[config.mk]
export PLATFORM = sky130hd
export DESIGN_NAME = utf8_stream_decoder
export DESIGN_NICKNAME = d
export VERILOG_FILES = /design/src/rtl/utf8sd_pkg.sv /design/src/rtl/utf8sd_decode.sv /design/src/rtl/utf8sd_out_reg.sv /design/src/rtl/utf8_stream_decoder.sv
export SDC_FILE = /design/constraint.sdc
export NUM_CORES = 1
export LEC_CHECK = 0
export ABC_AREA = 1
export BUFFER_PORTS_ARGS = -buffer_cell sky130_fd_sc_hd__buf_2
export CELL_PAD_IN_SITES_DETAIL_PLACEMENT = 1
export CELL_PAD_IN_SITES_GLOBAL_PLACEMENT = 2
export CORE_ASPECT_RATIO = 1.4
export CORE_UTILIZATION = 32
export CTS_BUF_LIST = sky130_fd_sc_hd__clkbuf_2 sky130_fd_sc_hd__clkbuf_4 sky130_fd_sc_hd__clkbuf_8
export CTS_CLUSTER_SIZE = 40
export DETAILED_ROUTE_END_ITERATION = 8
export GPL_TIMING_DRIVEN = 0
export PLACE_DENSITY = 0.82
export SYNTH_ARGS = -nofsm -noshare
export SYNTH_HDL_FRONTEND = slang
export SYNTH_HIERARCHICAL = 1
export SYNTH_SLANG_ARGS = --single-unit
[constraint.sdc]
create_clock -name clk -period 2.65 [get_ports clk]
set_clock_uncertainty 0.05 [all_clocks]
set_input_delay 0.265 -clock clk [delete_from_list [all_inputs] [get_ports clk]]
set_output_delay 0.265 -clock clk [all_outputs]
set_load 0.02 [all_outputs]
[src/rtl/utf8sd_pkg.sv]
// ============================================================================
// UTF-8 stream decoder package
// Shared widths, byte prefix codes and the result type of the decoder.
// ============================================================================
package utf8sd_pkg;

	// Field widths.
	localparam int unsigned BYTE_W  = 8;
	localparam int unsigned CP_W    = 20;
	localparam int unsigned PEND_W  = 2;
	localparam int unsigned TDATA_W = ((CP_W + 7) / 8) * 8;

	// Byte prefix codes, matched against the top bits of a byte.
	localparam logic [1:0] CONT_TAG  = 2'b10;
	localparam logic [2:0] LEAD2_TAG = 3'b110;
	localparam logic [3:0] LEAD3_TAG = 4'b1110;
	localparam logic [5:0] LEAD4_TAG = 6'b111100;

	// Continuation counts loaded by the lead bytes.
	localparam logic [PEND_W-1:0] PEND_NONE  = 2'd0;
	localparam logic [PEND_W-1:0] PEND_ONE   = 2'd1;
	localparam logic [PEND_W-1:0] PEND_TWO   = 2'd2;
	localparam logic [PEND_W-1:0] PEND_THREE = 2'd3;

	// One decoded result as it travels to the output register.
	typedef struct packed {
		logic            emit;
		logic            err;
		logic            done;
		logic [CP_W-1:0] cp;
	} res_t;

endpackage

[src/rtl/utf8sd_decode.sv]
// ============================================================================
// UTF-8 decode step
// Holds the pending count and the partial code point, and turns the byte in
// the input register into at most one result.
// ============================================================================
module utf8sd_decode (
	input  logic                             clk,
	input  logic                             arst_n,
	input  logic                             advance,
	input  logic [utf8sd_pkg::BYTE_W-1:0]    byte_s1,
	input  logic                             last_s1,
	output utf8sd_pkg::res_t                 res
);

	logic [utf8sd_pkg::PEND_W-1:0] pend_q;
	logic [utf8sd_pkg::CP_W-1:0]   part_q;
	logic [utf8sd_pkg::PEND_W-1:0] pend_d;
	logic [utf8sd_pkg::CP_W-1:0]   part_d;
	logic [utf8sd_pkg::CP_W-1:0]   shifted;
	logic                          fail;

	assign shifted = {part_q[utf8sd_pkg::CP_W-7:0], byte_s1[5:0]};

	// Next state and result for the byte in the input register.
	always_comb begin
		pend_d   = pend_q;
		part_d   = part_q;
		fail     = 1'b0;
		res.emit = 1'b0;
		res.err  = 1'b0;
		res.done = last_s1;
		res.cp   = '0;
		if (pend_q == utf8sd_pkg::PEND_NONE) begin
			priority if (!byte_s1[7]) begin
				res.emit = 1'b1;
				res.cp   = utf8sd_pkg::CP_W'(byte_s1);
			end else if (byte_s1[7:6] == utf8sd_pkg::CONT_TAG) begin
				fail = 1'b1;
			end else if (byte_s1[7:5] == utf8sd_pkg::LEAD2_TAG) begin
				pend_d = utf8sd_pkg::PEND_ONE;
				part_d = utf8sd_pkg::CP_W'(byte_s1[4:0]);
				fail   = last_s1;
			end else if (byte_s1[7:4] == utf8sd_pkg::LEAD3_TAG) begin
				pend_d = utf8sd_pkg::PEND_TWO;
				part_d = utf8sd_pkg::CP_W'(byte_s1[3:0]);
				fail   = last_s1;
			end else if (byte_s1[7:2] == utf8sd_pkg::LEAD4_TAG) begin
				pend_d = utf8sd_pkg::PEND_THREE;
				part_d = utf8sd_pkg::CP_W'(byte_s1[1:0]);
				fail   = last_s1;
			end else begin
				fail = 1'b1;
			end
		end else if (byte_s1[7:6] != utf8sd_pkg::CONT_TAG) begin
			fail = 1'b1;
		end else begin
			pend_d = pend_q - utf8sd_pkg::PEND_ONE;
			part_d = shifted;
			if (pend_d == utf8sd_pkg::PEND_NONE) begin
				res.emit = 1'b1;
				res.cp   = shifted;
				part_d   = '0;
			end else begin
				fail = last_s1;
			end
		end
		// Any error drops the sequence and reports a zero code point.
		if (fail) begin
			pend_d   = utf8sd_pkg::PEND_NONE;
			part_d   = '0;
			res.emit = 1'b1;
			res.err  = 1'b1;
			res.cp   = '0;
		end
	end

	// Sequence state advances only when the item leaves the input register.
	always_ff @(posedge clk or negedge arst_n) begin
		if (!arst_n) begin
			pend_q <= utf8sd_pkg::PEND_NONE;
			part_q <= '0;
		end else if (advance) begin
			pend_q <= pend_d;
			part_q <= part_d;
		end
	end

endmodule

[src/rtl/utf8sd_out_reg.sv]
// ============================================================================
// UTF-8 decoder result register
// Holds one result on the master side until the receiver takes it.
// ============================================================================
module utf8sd_out_reg (
	input  logic                                clk,
	input  logic                                arst_n,
	input  logic                                load,
	input  utf8sd_pkg::res_t                    res,
	output logic                                room,
	output logic                                m_axis_tvalid,
	input  logic                                m_axis_tready,
	output logic [utf8sd_pkg::TDATA_W-1:0]      m_axis_tdata,
	output logic                                m_axis_tuser,
	output logic                                m_axis_tlast
);

	logic                        valid_q;
	logic [utf8sd_pkg::CP_W-1:0] cp_q;
	logic                        err_q;
	logic                        done_q;

	// The slot is free when empty or emptied in this cycle.
	assign room = !valid_q || m_axis_tready;

	// Valid flag.
	always_ff @(posedge clk or negedge arst_n) begin
		if (!arst_n) begin
			valid_q <= 1'b0;
		end else if (room) begin
			valid_q <= load && res.emit;
		end
	end

	// Payload.
	always_ff @(posedge clk) begin
		if (room && load && res.emit) begin
			cp_q   <= res.cp;
			err_q  <= res.err;
			done_q <= res.done;
		end
	end

	assign m_axis_tvalid = valid_q;
	assign m_axis_tdata  = utf8sd_pkg::TDATA_W'(cp_q);
	assign m_axis_tuser  = err_q;
	assign m_axis_tlast  = done_q;

endmodule

[src/rtl/utf8_stream_decoder.sv]
// ============================================================================
// UTF-8 stream decoder
// Decodes a byte stream of UTF-8 text into code points of up to 20 bits.
// ============================================================================
// Usage:
//   The slave side takes one byte per item in s_axis_tdata, with s_axis_tlast
//   marking the last byte of a string. The master side gives zero or one
//   item per byte: the code point in m_axis_tdata, an error flag in
//   m_axis_tuser and the end-of-string mark of the causing byte in
//   m_axis_tlast. Lead bytes of a sequence give no item; the byte that
//   completes it does. Stray or bad bytes and strings cut mid-sequence give
//   an error item with a zero code point and return the decoder to idle.
//   A byte is accepted into the input register, then passes through the
//   decode step into the result register. Throughput is one byte per cycle
//   while the receiver keeps taking results, set by the single decode step
//   between those two registers.
//   Reset clears both registers' valid flags and the sequence state.
//   When the receiver stalls, the result register holds its item and an empty
//   input register still takes one more byte before s_axis_tready drops.
// ============================================================================
module utf8_stream_decoder (
	input  logic                                clk,
	input  logic                                arst_n,
	input  logic                                s_axis_tvalid,
	output logic                                s_axis_tready,
	input  logic [utf8sd_pkg::BYTE_W-1:0]       s_axis_tdata,   // [7:0] in_byte
	input  logic                                s_axis_tlast,   // end_of_string
	output logic                                m_axis_tvalid,
	input  logic                                m_axis_tready,
	output logic [utf8sd_pkg::TDATA_W-1:0]      m_axis_tdata,   // [19:0] code_point, rest zero
	output logic                                m_axis_tuser,   // [0] error
	output logic                                m_axis_tlast    // string_done
);

	logic                          valid_s1;
	logic [utf8sd_pkg::BYTE_W-1:0] byte_s1;
	logic                          last_s1;
	logic                          room;
	logic                          advance;
	utf8sd_pkg::res_t              res;

	assign advance       = valid_s1 && room;
	assign s_axis_tready = !valid_s1 || room;

	// Input register valid flag.
	always_ff @(posedge clk or negedge arst_n) begin
		if (!arst_n) begin
			valid_s1 <= 1'b0;
		end else if (s_axis_tready) begin
			valid_s1 <= s_axis_tvalid;
		end
	end

	// Input register payload.
	always_ff @(posedge clk) begin
		if (s_axis_tready && s_axis_tvalid) begin
			byte_s1 <= s_axis_tdata;
			last_s1 <= s_axis_tlast;
		end
	end

	utf8sd_decode u_decode (
		.clk     (clk),
		.arst_n  (arst_n),
		.advance (advance),
		.byte_s1 (byte_s1),
		.last_s1 (last_s1),
		.res     (res)
	);

	utf8sd_out_reg u_out_reg (
		.clk           (clk),
		.arst_n        (arst_n),
		.load          (advance),
		.res           (res),
		.room          (room),
		.m_axis_tvalid (m_axis_tvalid),
		.m_axis_tready (m_axis_tready),
		.m_axis_tdata  (m_axis_tdata),
		.m_axis_tuser  (m_axis_tuser),
		.m_axis_tlast  (m_axis_tlast)
	);

	// An error item always carries a zero code point.
	assert property (@(posedge clk) disable iff (!arst_n)
		(m_axis_tvalid && m_axis_tuser) |-> (m_axis_tdata == '0))
		else $error("error item with nonzero code point");

	// A held input byte must leave once the result slot opens.
	assert property (@(posedge clk) disable iff (!arst_n)
		(valid_s1 && room) |=> (s_axis_tready || ($past(s_axis_tvalid) && $past(s_axis_tready))))
		else $error("input register stuck while result slot free");

	// An emitted result of a stalled slot is never overwritten.
	assert property (@(posedge clk) disable iff (!arst_n)
		(m_axis_tvalid && !m_axis_tready) |-> (!advance && !s_axis_tready) || !valid_s1)
		else $error("decode advanced into a full result slot");

endmodule
==> run_results.csv, run 1 <==
group,metric,value,unit
floorplanning,die-area,6830,um^2
global_routing,grt_pass1_vias,1514,
route,ant_nets,0,
place,place.gp.congestion,0.753,
job,cap_violations,0,
layout,antenna_cells,0,
power_and_ir_drop,ir_worst_vdd,0.379,mV
setup_path,crit_chain,"nor2_4 > inv_1 > buf_4 > nor2_2 > nor2_2 > nand2_1 > nand2_1 > a21oi_4",
timing,hold_viol_final,0,
timing,rsz0062_at_grt,"false",
synthesis,yosys.area_share.xor_xnor,0,%
timing,fin_crit_sh,89.4,%
layout,layout.cells.non_filler,319,
run_status,status,"completed",
setup_path,crit_required,2.53,ns
route,first_pass_iters,4,
place,dp.cells,310,
setup_path,crit_path_end_kind,"flip-flop",
setup_path,cp.arrival,2.25,ns
place,post_dp_cell_area,2360,um^2
place,pre_cts_ws,-0.109,ns
setup_path,cp_slowest_cell,"a21oi_4",
layout,final_cell_area,2500,um^2
synthesis,synth_mux_area_share,0,%
clocking,clk_latency,0.30,ns
floorplanning,ios,41,
clocking,clockBufferDepth,2,
synthesis,yosys_register_bits,49,
layout,nets,259,
power_and_ir_drop,power_density,942,nW/um^2
floorplanning,initial_core_util,33.3,%
synthesis,synth_compound_area_share,4.09,%
timing,drv_slew,0,
timing,period_needed,2.37,ns
floorplanning,die_h,97.4,um
place,portBuffers,36,
route,viasPerCell,4.52,
synthesis,synth_area,2080,um^2
floorplanning,row_count,34,
global_routing,antenna_found_initial,0,
synthesis,yosys_warnings,6,
global_routing,grt_usage,13.3,%
synthesis,avgSynthCellArea,10.4,um^2
layout,fillers,738,
global_routing,grt_max_degree,23,
clocking,root_buffer,"clkbuf_8",
clocking,cts_tree,"done",
clocking,numCtsBuffers,5,
timing,slew-limit-headroom,43.7,%
synthesis,yosysSeqAreaShare,66.4,%
power_and_ir_drop,cellLeakagePower,1.15,nW
synthesis,synth-simple-area-share,21.0,%
route,vias,1442,
floorplanning,die_x,70.1,um
synthesis,netlist-cell-type-count,20,
layout,finalCoreUtilization,40.0,%
setup_path,startpoint_type,"flip-flop",
layout,final_common_cell,"nand2_1",
clocking,cts_num_sinks,49,
layout,drive_gt1_share,26.7,%
timing,max_freq,0.422,GHz
route,wl,4.23,mm
setup_path,cp_slowest_stage_delay,0.61,ns
clocking,clkSlewWorstSetupHoldPaths,0.09,ns
global_routing,grt_pass1_wl,7.05,mm
global_routing,overflow,0,
synthesis,synth_fa_ha_area_share,0,%
setup_path,critPathKind,"reg -> reg",
layout,synthToLayoutAreaGrowth,20.3,%
floorplanning,core_area,6250,um^2
route,drtIter0Drc,91,
timing,worstMarginPinSlew,0.844,ns
timing,finalWorstSetupSlack,0.280,ns
layout,final_cell_mix,"nand2_1, buf_2, edfxtp_1",
route,wl_per_cell,13.3,um
timing,setup_viol_count_final,0,
synthesis,syn_inst,199,
synthesis,synth_top_family_by_area,"simple AND/OR/NAND/NOR gates",
hold_path,hp-class,"in -> reg",
route,drc,0,
place,hpwlAfterDp,3.09,mm
clocking,cts_htree_levels,2,
timing,timing.hold.ws,0.0892,ns
setup_path,cp_max_fo,22,
[cells in the mapped netlist]
cell type	n	area (um^2)
dfrtp_1	18	450
nor2_1	24	90.1
a21oi_1	2	10.0
buf_4	8	60.1
a32o_1	1	10.0
nand2_1	47	176
nand2_2	2	12.5
inv_2	2	7.51
conb_1	1	3.75
a21oi_4	1	16.3
buf_6	1	11.3
edfxtp_1	31	931
nor2_4	1	11.3
inv_1	25	93.8
nor2_2	3	18.8
nand2_4	2	22.5
nor3_1	2	10.0
a21oi_2	1	8.76
nand3_1	19	95.1
o21ai_0	8	40.0
[cell families (layout without fill, tap and decap cells)]
kind of cell,after synthesis,count (layout)
and+or+nand+nor,100,100
buffers and inverters,36,81
other,1,4
AOI/OAI and AO/OA,13,13
DFF,49,49
[area by class of cell]
class / instances / area [um^2] / share of cell area, %
Timing Repair Buffer: 37 / 190 / 7.60
Sequential cell: 49 / 1380 / 55.2
Buffer: 9 / 71.3 / 2.85
Inverter: 27 / 101 / 4.05
Clock buffer: 6 / 82.6 / 3.30
Multi-Input combinational cell: 117 / 548 / 21.9
Tap cell: 72 / 90.1 / 3.60
Clock inverter: 2 / 37.5 / 1.50
[critical path: cells and delay by family, from the launching register on]
kind	cells	cell delay, ns
buffers and inverters	2	0.26
and+or+nand+nor	5	0.60
AOI/OAI and AO/OA	1	0.61
DFF	1	0.48
[power breakdown]
part	internal (mW)	leakage [nW]	switching (mW)
clock network	0.307	0.0574	0.246
logic	0.204	0.547	0.495
registers	1.01	0.542	0.0925
[routing by layer]
| layer | wire, um | part of all wire, % | up-vias | global-route usage, % |
|---|---|---|---|---|
| li1 | - | - | 716 | - |
| met1 | 1670 | 39 | 686 | 14.7 |
| met2 | 2340 | 55 | 33 | 24.9 |
| met3 | 134 | 3.2 | 7 | 2.28 |
| met4 | 83 | 2.0 | 0 | 5.08 |
| met5 | 0 | 0 | - | 0 |
[flip-flops by register name, summed over array words and instances (netlist names)]
| name | cells |
|---|---|
| byte_s1 | 8 |
| last_s1 | 1 |
| u_decode/part_q | 14 |
| u_decode/pend_q | 2 |
| u_out_reg/cp_q | 20 |
| u_out_reg/m_axis_tlast | 1 |
| u_out_reg/m_axis_tuser | 1 |
| u_out_reg/m_axis_tvalid | 1 |
| valid_s1 | 1 |
[what timing repair did]
action,CTS,global route
setup endpoints to repair,22,0
buffers inserted,0,0
resized for setup,1,0
hold buffers,1,0
endpoints found under the hold margin,18,0
[final timing paths]
check	end	cells past startpoint	slack, ns	startpoint
setup / recovery	u_out_reg/cp_q[3]	8	0.28	byte_s1[6]
hold / removal	last_s1	1	0.09	s_axis_tlast
setup reg to reg	u_out_reg/cp_q[3]	8	0.28	byte_s1[6]
hold reg to reg	u_decode/part_q[11]	2	0.44	u_decode/part_q[11]
max in group asynchronous	u_decode/part_q[8]	2	1.86	arst_n
min in group asynchronous	u_decode/part_q[9]	2	0.38	arst_n
[per-stage QoR]
step	total power, mW	setup TNS (ns)
detailed placement	1.83	-2.35
finish	2.36	0
global route	2.50	0
global placement	1.81	0
CTS	2.40	0
floorplan	1.59	0
Power figures use the tool's default switching activity.
==> inputs of run 2 (changes only) <==
--- a/config.mk
+++ b/config.mk
@@ -16,6 +16,7 @@
 export DETAILED_ROUTE_END_ITERATION = 8
 export GPL_TIMING_DRIVEN = 0
 export PLACE_DENSITY = 0.82
+export RECOVER_POWER = 50
 export SYNTH_ARGS = -nofsm -noshare
 export SYNTH_HDL_FRONTEND = slang
 export SYNTH_HIERARCHICAL = 1
==> run 2 against run 1 <==
Effect of this change: hold slack better by 0.0012 ns; routed wire length is 0.88% higher; setup slack better by 0.011 ns; count of clock-buffer cells in the layout stayed put; critical path type unchanged.
==> run_results.csv, run 2 (synthesis gave the netlist of run 1 again) <==
group,metric,value,unit
run_status,status,"completed",
global_routing,overflow,0,
floorplanning,row_count,34,
layout,synthToLayoutAreaGrowth,18.9,%
layout,top_regs,"u_out_reg/cp_q (20), u_decode/part_q (14), byte_s1 (8)",
setup_path,r2r_start,"byte_s1[6]",
place,hpwlAfterDp,3.09,mm
route,viasPerCell,4.53,
floorplanning,die_x,70.1,um
floorplanning,initial_core_util,33.3,%
clocking,clockBufferDepth,2,
setup_path,cp_max_fo,22,
layout,regMostFlops,"u_out_reg/cp_q",
power_and_ir_drop,ir_worst_vdd,0.378,mV
clocking,clk_latency,0.30,ns
setup_path,r2r_cells,8,
layout,drive_gt1_share,16.6,%
power_and_ir_drop,power_density,943,nW/um^2
setup_path,cp.arrival,2.24,ns
clocking,clkSlewWorstSetupHoldPaths,0.09,ns
global_routing,antenna_found_initial,0,
hold_path,holdCritStartpoint,"s_axis_tlast",
layout,final_cell_mix,"nand2_1, edfxtp_1, inv_1",
setup_path,crit_required,2.53,ns
place,dp.cells,310,
timing,period_needed,2.36,ns
layout,largest_reg_flops,20,
hold_path,hold-path-endpoint,"last_s1",
setup_path,r2r-end,"u_out_reg/cp_q[3]",
layout,final_cell_area,2470,um^2
power_and_ir_drop,cellLeakagePower,1.08,nW
timing,slew-limit-headroom,30.6,%
floorplanning,die_h,97.4,um
route,drc,0,
floorplanning,die-area,6830,um^2
job,cap_violations,0,
global_routing,grt_usage,13.3,%
setup_path,r2r_setup_slack,0.29,ns
hold_path,hp-class,"in -> reg",
floorplanning,core_area,6250,um^2
clocking,cts_htree_levels,2,
timing,max_freq,0.424,GHz
clocking,root_buffer,"clkbuf_8",
setup_path,critPathKind,"reg -> reg",
route,vias,1445,
layout,fillers,745,
setup_path,crit_path_end_kind,"flip-flop",
layout,layout.cells.non_filler,319,
clocking,cts_tree,"done",
route,wl,4.27,mm
clocking,numCtsBuffers,5,
timing,hold_viol_final,0,
global_routing,grt_max_degree,23,
floorplanning,ios,41,
clocking,post_cts_buffers,0,
global_routing,grt_pass1_wl,7.05,mm
timing,rsz0062_at_grt,"false",
timing,drv_slew,0,
timing,worstMarginPinSlew,1.04,ns
timing,fin_crit_sh,89.0,%
layout,finalCoreUtilization,39.5,%
route,drtIter0Drc,87,
hold_path,whs_path_depth,1,
place,portBuffers,36,
place,place.gp.congestion,0.753,
timing,setup_viol_count_final,0,
timing,fin_tns_setup,0,ns
layout,nets,259,
global_routing,grt_pass1_vias,1514,
route,wl_per_cell,13.4,um
power_and_ir_drop,report.power.total,2.33,mW
setup_path,startpoint_type,"flip-flop",
route,ant_nets,0,
place,post_dp_cell_area,2360,um^2
layout,antenna_cells,0,
layout,final_common_cell,"nand2_1",
route,first_pass_iters,4,
clocking,cts_num_sinks,49,
-- run 2: changes by cell type in the layout (fill, tap and decap cells not counted), sizes merged --
cell and change:
buf -25, clkbuf +25
-- run 2: final cells by class --
cell class	instances	area (um^2)	share of cell area [%]
repair buffers	37	160	6.48
multi-input cells	117	548	22.2
flip-flops and latches	49	1380	55.9
clock buffers	6	82.6	3.34
clock inverters	2	37.5	1.52
inverters	27	101	4.10
plain buffers	9	71.3	2.88
well taps	72	90.1	3.64
-- run 2: power breakdown --
group	internal (mW)	switching, mW
Sequential	1.01	0.0951
Combinational	0.176	0.495
Clock	0.307	0.245
Total	1.50	0.835
-- run 2: worst max-delay path: stages, from the launching register on --
cell	delay, ns
edfxtp_1	0.48
nor2_4	0.20
inv_1	0.08
buf_4	0.18
nor2_2	0.12
nor2_2	0.10
nand2_1	0.08
nand2_1	0.10
a21oi_4	0.61
-- run 2: worst max path at each step --
stage	endpoint	slack [ns]	start
after floorplan	u_out_reg/cp_q[0]	0.43	byte_s1[6]
after global placement	u_out_reg/cp_q[4]	0.004	byte_s1[6]
after detailed placement	u_out_reg/cp_q[7]	-0.11	byte_s1[6]
after CTS	u_out_reg/cp_q[3]	0.22	byte_s1[6]
after global routing	u_out_reg/cp_q[3]	0.09	byte_s1[6]
final	u_out_reg/cp_q[3]	0.29	byte_s1[6]
-- run 2: stage by stage --
stage / hold slack (ns) / setup slack [ns]
after floorplan: -0.0806 / 0.434
after global placement: 0.172 / 0.00373
after detailed placement: 0.175 / -0.109
after CTS: 0.0792 / 0.225
after global routing: 0.0789 / 0.0941
final: 0.0905 / 0.290
-- run 2: routing by layer --
layer | GRT usage (%) | vias up | wire length (um)
li1 | - | 717 | -
met1 | 14.7 | 683 | 1680
met2 | 24.9 | 38 | 2340
met3 | 2.28 | 7 | 172
met4 | 5.08 | 0 | 77
met5 | 0 | - | 0
-- run 2: timing repair --
| item | 4_1_cts | 5_1_grt |
|---|---|---|
| hold buffers | 1 | 0 |
| gates resized for setup | 1 | 0 |
| hold endpoints to repair | 18 | 0 |
| setup endpoints to repair | 22 | 0 |
==> inputs of run 3 (changes only) <==
--- a/config.mk
+++ b/config.mk
@@ -10,12 +10,13 @@
 export CELL_PAD_IN_SITES_DETAIL_PLACEMENT = 1
 export CELL_PAD_IN_SITES_GLOBAL_PLACEMENT = 2
 export CORE_ASPECT_RATIO = 1.4
-export CORE_UTILIZATION = 32
+export CORE_UTILIZATION = 33
 export CTS_BUF_LIST = sky130_fd_sc_hd__clkbuf_2 sky130_fd_sc_hd__clkbuf_4 sky130_fd_sc_hd__clkbuf_8
+export CTS_CLUSTER_DIAMETER = 30
 export CTS_CLUSTER_SIZE = 40
 export DETAILED_ROUTE_END_ITERATION = 8
 export GPL_TIMING_DRIVEN = 0
-export PLACE_DENSITY = 0.82
+export PLACE_DENSITY = 0.81
 export RECOVER_POWER = 50
 export SYNTH_ARGS = -nofsm -noshare
 export SYNTH_HDL_FRONTEND = slang
==> constraint.sdc (replaced) <==
create_clock -name clk -period 2.6 [get_ports clk]
set_clock_uncertainty 0.05 [all_clocks]
set_input_delay 0.26 -clock clk [delete_from_list [all_inputs] [get_ports clk]]
set_output_delay 0.26 -clock clk [all_outputs]
set_load 0.02 [all_outputs]
==> run 3 against run 2 <==
Effect of this change: non-clock buffer count did not move; die area down 3.0%; sequential power is essentially flat; setup slack worse by 0.056 ns; clock power is 17% lower; global-route usage is 0.47 points higher; routed wire length down 0.28%; via count is 1.1% higher; sequential cell count did not move; power is 2.8% lower; critical path depth grew 1; fmax down 0.24%.
==> run_results.csv, run 3 (synthesis gave the netlist of run 1 again) <==
group,metric,value,unit
clocking,cts_htree_levels,2,
timing,max_freq,0.423,GHz
setup_path,crit_required,2.49,ns
timing,drv_slew,0,
route,drc,0,
floorplanning,ios,41,
setup_path,critPathKind,"reg -> reg",
global_routing,grt_pass1_vias,1443,
floorplanning,die_x,69.1,um
layout,top_regs,"u_out_reg/cp_q (20), u_decode/part_q (14), byte_s1 (8)",
timing,hold_viol_final,0,
route,ant_nets,0,
setup_path,crit_path_end_kind,"flip-flop",
timing,fin_tns_setup,0,ns
route,viasPerCell,4.61,
clocking,numCtsBuffers,5,
timing,worstMarginPinSlew,1.08,ns
floorplanning,row_count,33,
floorplanning,initial_core_util,34.7,%
floorplanning,core_area,5990,um^2
power_and_ir_drop,ir_worst_vdd,0.334,mV
route,dr_wl_met3,124,um
timing,setup_viol_count_final,0,
global_routing,grt_usage,13.8,%
clocking,clk_latency,0.30,ns
layout,regMostFlops,"u_out_reg/cp_q",
clocking,post_cts_buffers,0,
clocking,cts_tree,"done",
layout,seqCellArea,1380,um^2
route,wl,4.25,mm
timing,rsz0062_at_grt,"false",
layout,nets,259,
place,portBuffers,36,
setup_path,cp_max_fo,22,
layout,drive_gt1_share,16.6,%
route,met2_length,2.34,mm
layout,fillers,704,
route,m1WireLength,1.70,mm
route,first_pass_iters,4,
route,top_layer,"met4",
power_and_ir_drop,report.power.total,2.27,mW
layout,multi_input_area,548,um^2
clocking,clkSlewWorstSetupHoldPaths,0.09,ns
run_status,status,"completed",
setup_path,startpoint_type,"flip-flop",
timing,slew-limit-headroom,27.8,%
route,wl_per_cell,13.4,um
place,place.gp.congestion,0.782,
clocking,cts_num_sinks,49,
route,drtIter0Drc,61,
global_routing,grt_pass1_wl,7.01,mm
job,cap_violations,0,
power_and_ir_drop,cellLeakagePower,1.06,nW
global_routing,antenna_found_initial,0,
setup_path,cp.arrival,2.25,ns
layout,antenna_cells,0,
place,dp.cells,308,
floorplanning,die_h,95.9,um
layout,synthToLayoutAreaGrowth,17.3,%
power_and_ir_drop,power_density,929,nW/um^2
floorplanning,die-area,6630,um^2
clocking,root_buffer,"clkbuf_8",
route,vias,1461,
layout,final_cell_mix,"nand2_1, edfxtp_1, inv_1",
layout,largest_reg_flops,20,
clocking,clockBufferDepth,2,
global_routing,grt_max_degree,23,
timing,fin_crit_sh,91.0,%
layout,final_common_cell,"nand2_1",
layout,finalCoreUtilization,40.8,%
hold_path,hp-class,"in -> reg",
timing,period_needed,2.37,ns
global_routing,overflow,0,
layout,layout.cells.non_filler,317,
place,hpwlAfterDp,3.11,mm
==> run 3: final cells by class <==
type	instances	share of cell area [%]
Buffer	9	2.92
Clock buffer	5	2.82
Clock inverter	3	0.872
Inverter	27	4.15
Multi-Input combinational cell	117	22.5
Sequential cell	49	56.6
Tap cell	70	3.59
Timing Repair Buffer	37	6.56
==> run 3: per-layer routing <==
metal | vias up | track usage, %
met5 | - | 0
met1 | 703 | 15.3
li1 | 720 | -
met3 | 6 | 2.20
met2 | 32 | 26.0
met4 | 0 | 6.12
==> run 3: power by group <==
group | internal [mW] | total, mW | switching (mW)
sequential | 1.03 | 1.13 | 0.0982
clock | 0.191 | 0.456 | 0.265
combinational | 0.179 | 0.678 | 0.499
total | 1.40 | 2.27 | 0.862
==> run 3: timing repair <==
item                                    CTS  global route
endpoints found under the setup margin   22             0
hold buffers                              1             0
gates resized for setup                   1             0
endpoints found under the hold margin    18             0
==> run 3: final timing paths <==
kind / from / end / slack (ns) / depth (start not counted)
setup / recovery: u_decode/pend_q[1] / u_out_reg/cp_q[2] / 0.23 / 9
hold / removal: s_axis_tdata[7] / byte_s1[7] / 0.07 / 1
setup reg to reg: u_decode/pend_q[1] / u_out_reg/cp_q[2] / 0.23 / 9
hold reg to reg: u_decode/part_q[11] / u_decode/part_q[11] / 0.44 / 2
max in group asynchronous: arst_n / u_decode/part_q[0] / 1.23 / 2
min in group asynchronous: arst_n / u_out_reg/m_axis_tvalid / 0.62 / 2
==> run 3: metrics by stage <==
step	area (um^2)	hold slack, ns	setup WS (ns)
after floorplan	2090	-0.0856	0.384
after global placement	2360	0.169	-0.0425
after detailed placement	2360	0.181	-0.106
after CTS	2470	0.0652	0.212
after global routing	2440	0.0578	0.0509
final	2440	0.0744	0.235
==> run 3: critical path: stages, from the launching register on <==
cell	delay, ns
dfrtp_1	0.43
inv_1	0.14
nand2_4	0.14
nand2_2	0.08
a21oi_4	0.14
nand2_4	0.09
buf_6	0.15
nand2_1	0.06
nand2_1	0.10
a21oi_4	0.61
